--- config.mk ---
export PLATFORM = sky130hd
export DESIGN_NAME = bia_id_split
export DESIGN_NICKNAME = d
export VERILOG_FILES = /design/src/rtl/bia_pkg.sv /design/src/rtl/bia_id_split.sv
export SDC_FILE = /design/constraint.sdc
export NUM_CORES = 1
export LEC_CHECK = 0
export ABC_AREA = 1
export BUFFER_PORTS_ARGS = -buffer_cell sky130_fd_sc_hd__buf_2
export CORE_MARGIN = 5
export CORE_UTILIZATION = 30
export CTS_CLUSTER_SIZE = 8
export DETAILED_ROUTE_END_ITERATION = 10
export GPL_TIMING_DRIVEN = 0
export PLACE_DENSITY = 0.5
export SYNTH_ARGS = -nofsm -noshare
export SYNTH_HDL_FRONTEND = slang
export SYNTH_SLANG_ARGS = --single-unit
--- constraint.sdc ---
create_clock -name clk -period 1.7 [get_ports clk]
set_input_delay 0.085 -clock clk [delete_from_list [all_inputs] [get_ports clk]]
set_output_delay 0.085 -clock clk [all_outputs]
set_load 0.005 [all_outputs]
--- src/rtl/bia_pkg.sv ---
package bia_pkg;

  localparam int ID_W      = 16;
  localparam int STATUS_W  = 2;
  localparam int SUM_BITS  = 64;
  localparam int SUM_IDX_W = 6;

  localparam logic CMD_ALLOC = 1'b0;
  localparam logic CMD_FREE  = 1'b1;

  localparam logic [STATUS_W-1:0] STATUS_OK       = 2'd0;
  localparam logic [STATUS_W-1:0] STATUS_FULL     = 2'd1;
  localparam logic [STATUS_W-1:0] STATUS_BAD_FREE = 2'd2;

  typedef struct packed {
    logic                 done;
    logic [ID_W-1:0]      word;
    logic [SUM_IDX_W-1:0] offset;
  } bia_split_t;

  // Position of the lowest clear bit; the caller guarantees one exists.
  function automatic logic [SUM_IDX_W-1:0] lowest_zero(input logic [SUM_BITS-1:0] word);
    logic [SUM_IDX_W-1:0] pos;
    pos = '0;
    for (int i = SUM_BITS - 1; i >= 0; i--) begin
      if (!word[i]) begin
        pos = SUM_IDX_W'(i);
      end
    end
    return pos;
  endfunction

endpackage

--- src/rtl/bia_id_split.sv ---
module bia_id_split import bia_pkg::*; #(
  parameter int WORD_BITS = 64
) (
  input  logic            clk,
  input  logic            rst,
  input  logic            start,
  input  logic [ID_W-1:0] id,
  output bia_split_t      res
);

  localparam int    LOG_WB = $clog2(WORD_BITS);
  localparam int    SHIFT  = ID_W + LOG_WB;
  localparam longint MULT  = ((longint'(1) << SHIFT) + WORD_BITS - 1) / WORD_BITS;
  localparam int    MULT_W = ID_W + 1;
  localparam int    PROD_W = ID_W + MULT_W;

  logic [2:0]           vld;
  logic [ID_W-1:0]      idx1;
  logic [PROD_W-1:0]    prod1;
  logic [ID_W-1:0]      idx2;
  logic [ID_W-1:0]      quot2;
  logic [ID_W-1:0]      word3;
  logic [SUM_IDX_W-1:0] offset3;

  always_ff @(posedge clk) begin
    if (rst) begin
      vld <= '0;
    end else begin
      vld <= {vld[1:0], start};
    end
  end

  // The quotient comes from a multiply by a rounded-up reciprocal, exact for 16-bit indices.
  always_ff @(posedge clk) begin
    idx1    <= ID_W'(id - ID_W'(1));
    prod1   <= PROD_W'(ID_W'(id - ID_W'(1))) * PROD_W'(MULT);
    idx2    <= idx1;
    quot2   <= ID_W'(prod1 >> SHIFT);
    word3   <= quot2;
    offset3 <= SUM_IDX_W'(idx2 - ID_W'(quot2 * ID_W'(WORD_BITS)));
  end

  always_comb begin
    res.done   = vld[2];
    res.word   = word3;
    res.offset = offset3;
  end

endmodule

==> results.json <==
{
  "synth_area_leaders": "dfxtp_1 67%, nand2_1 7.6%, buf_4 3.4%",
  "synth_top_area_share_pct": 66.78,
  "cts_resized": 0,
  "mostFrequentLayoutCells": "51 x dfxtp_1, 35 x buf_2, 31 x nand2_1, 13 x nor2_1, 12 x inv_1",
  "finalHoldViolCount": 0,
  "vdd_ir_drop_max_v": 0.0003482,
  "first_iter_violations": 20,
  "worstPathRequired_ns": 1.93,
  "die_x_microns": 81.39,
  "fillers": 528,
  "setup_violations": 0,
  "antenna_left": 0,
  "core_sq_um": 5042,
  "use_met1_pct": 9.264,
  "p_seq_share_pct": 61.4,
  "clock_latency_ns": 0.30,
  "seq_area_sq_um": 1021,
  "initial_core_util_pct": 30.32,
  "num_vias": 954,
  "outcome": "finished clean",
  "p_per_area_nw_per_um2": 1075,
  "rsz0062_at_grt": "false",
  "via_per_inst": 3.573,
  "ys_seq_elements": 51,
  "fin_setup_tns_ns": 0,
  "cts_made_buffers": 5,
  "cp_max_fo": 3,
  "cts-hold-fix-buffers": 4,
  "switching_share_pct": 21.94,
  "area_growth_pct": 27.17,
  "grt_util_met2_pct": 12.05,
  "place_congestion": 0.7316,
  "overflow": 0,
  "grt.met3_usage_pct": 2.772,
  "grt_pass1_vias": 944,
  "synth_top_area_cell": "dfxtp_1",
  "clkPwrFrac_pct": 32.0,
  "fin_skew_ns": 0.005199,
  "io_buffers": 35,
  "drt-pass1-iter-count": 4,
  "dp_hpwl_microns": 1800,
  "syn-cell-area_sq_um": 1529,
  "wl_per_cell_microns": 8.378,
  "min_period_ns": 1.295,
  "switching_power_uw": 458.5,
  "cts_tree": "built",
  "yosysWarnings": 0,
  "diodes": 0,
  "fin_nets": 216,
  "combPwrFrac_pct": 6.7,
  "cp-start-kind": "input pin",
  "synth.distinct_cells": 18,
  "grt-busiest-layer": "met2",
  "hp-class": "in -> reg",
  "dpl_worst_slack_ns": 0.6396,
  "drc": 0,
  "io-pin-count": 42,
  "cap_violations": 0,
  "critical_path_arrival_ns": 1.52,
  "grt_antenna_before_repair": 0,
  "p_int_mw": 1.631,
  "clkTransAtPathRegs_ns": 0.09,
  "slew_viol_final": 0,
  "post_cts_buffers": 0,
  "final_common_cell": "dfxtp_1",
  "grt_usage_pct": 7.865,
  "grt_start_max_net_pins": 18,
  "fin_crit_sh_pct": 76.20,
  "fp.dieH_microns": 81.39,
  "final.setup.worst_slack_ns": 0.4046,
  "yosysSeqAreaShare_pct": 66.78,
  "root_buffer": "clkbuf_8",
  "routed_wl_microns": 2237,
  "cts.sinks": 51,
  "synthCells": 145,
  "leakagePower_nw": 0.9543,
  "htreeDepth": 2,
  "drive_gt1_share_pct": 33.50,
  "fmax_ghz": 0.7719,
  "num_rows": 26,
  "die-area_sq_um": 6624,
  "crit_type": "in -> reg",
  "syn_avg_cell_area_sq_um": 10.54,
  "multiInputGateArea_sq_um": 429.2,
  "power_mw": 2.090,
  "cp-end-kind": "register",
  "grt_first_pass_wirelength_microns": 3905,
  "clockBufferDepth": 2
}
-- state kept, by name, summed over array words and instances, names as in the netlist --
| name | cells |
|---|---|
| idx1 | 16 |
| idx2 | 6 |
| offset3 | 6 |
| quot2 | 10 |
| vld | 3 |
| word3 | 10 |
-- worst max-delay path, stage by stage --
cell,delay [ns]
dlygate4sd3_1,0.53
buf_2,0.12
inv_1,0.10
ha_1,0.19
inv_1,0.08
or2_2,0.28
o21ai_1,0.14
-- metal layers --
layer  share of wire, %  vias up
li1                   -      521
met1                 44      399
met2                 46       28
met3                6.5        6
met4                3.3        0
met5                  0        -
-- area by class of cell --
class | instances | area share, %
buffer | 7 | 2.703
clock buffer | 5 | 3.539
clock inverter | 3 | 1.287
inverter | 12 | 2.317
multi-input combinational | 80 | 22.07
sequential | 51 | 52.51
tap | 70 | 4.505
timing repair buffer | 39 | 11.07
-- cells in the mapped netlist, drive strengths merged --
| master | n |
|---|---|
| nand3b | 4 |
| conb | 1 |
| xor2 | 4 |
| xnor2 | 1 |
| nor2 | 23 |
| dfxtp | 51 |
| ha | 1 |
| inv | 12 |
| buf | 7 |
| nand3 | 3 |
| and2 | 1 |
| o21ai | 1 |
| or2 | 1 |
| nand2 | 35 |
-- worst paths after layout --
kind / startpoint / to / slack, ns / cells after the start
setup / recovery: id[0] / idx1[4] / 0.40 / 7
hold / removal: id[12] / idx1[12] / 0.02 / 3
hold reg to reg: quot2[3] / word3[3] / 0.33 / 0
setup reg to reg: vld[0] / vld[1] / 1.23 / 2
-- kinds of logic after synthesis --
family	synth area share (%)
AND/OR/NAND/NOR	22.10
flip-flops	66.78
buffers and inverters	6.383
XOR/XNOR	3.356
AO/OA/AOI/OAI	0.3270
adder cells (fa/ha/maj)	0.8182
other	0.2453
-- power groups by stage --
| stage | logic [mW] | clock network (mW) | registers, mW |
|---|---|---|---|
| 2_1_floorplan | 0.0627 | 0 | 1.31 |
| 5_1_grt | 0.161 | 0.767 | 1.29 |
| 3_3_place_gp | 0.134 | 0 | 1.31 |
| 3_5_place_dp | 0.134 | 0 | 1.31 |
| 4_1_cts | 0.142 | 0.706 | 1.28 |
| 6_report | 0.139 | 0.668 | 1.28 |
-- per-stage QoR --
stage                     area, sq um  hold WS (ns)  instances  util, %
after floorplan                  1548        0.1562        150        -
after global placement           1810        0.2747        255    35.91
after detailed placement         1810        0.2759        255    35.91
after CTS                        1944      0.006314        267    38.56
after global routing             1944      0.008928        267    38.56
final                            1944       0.01734        267    38.56
Note: power is estimated with default switching activity, not from simulation.
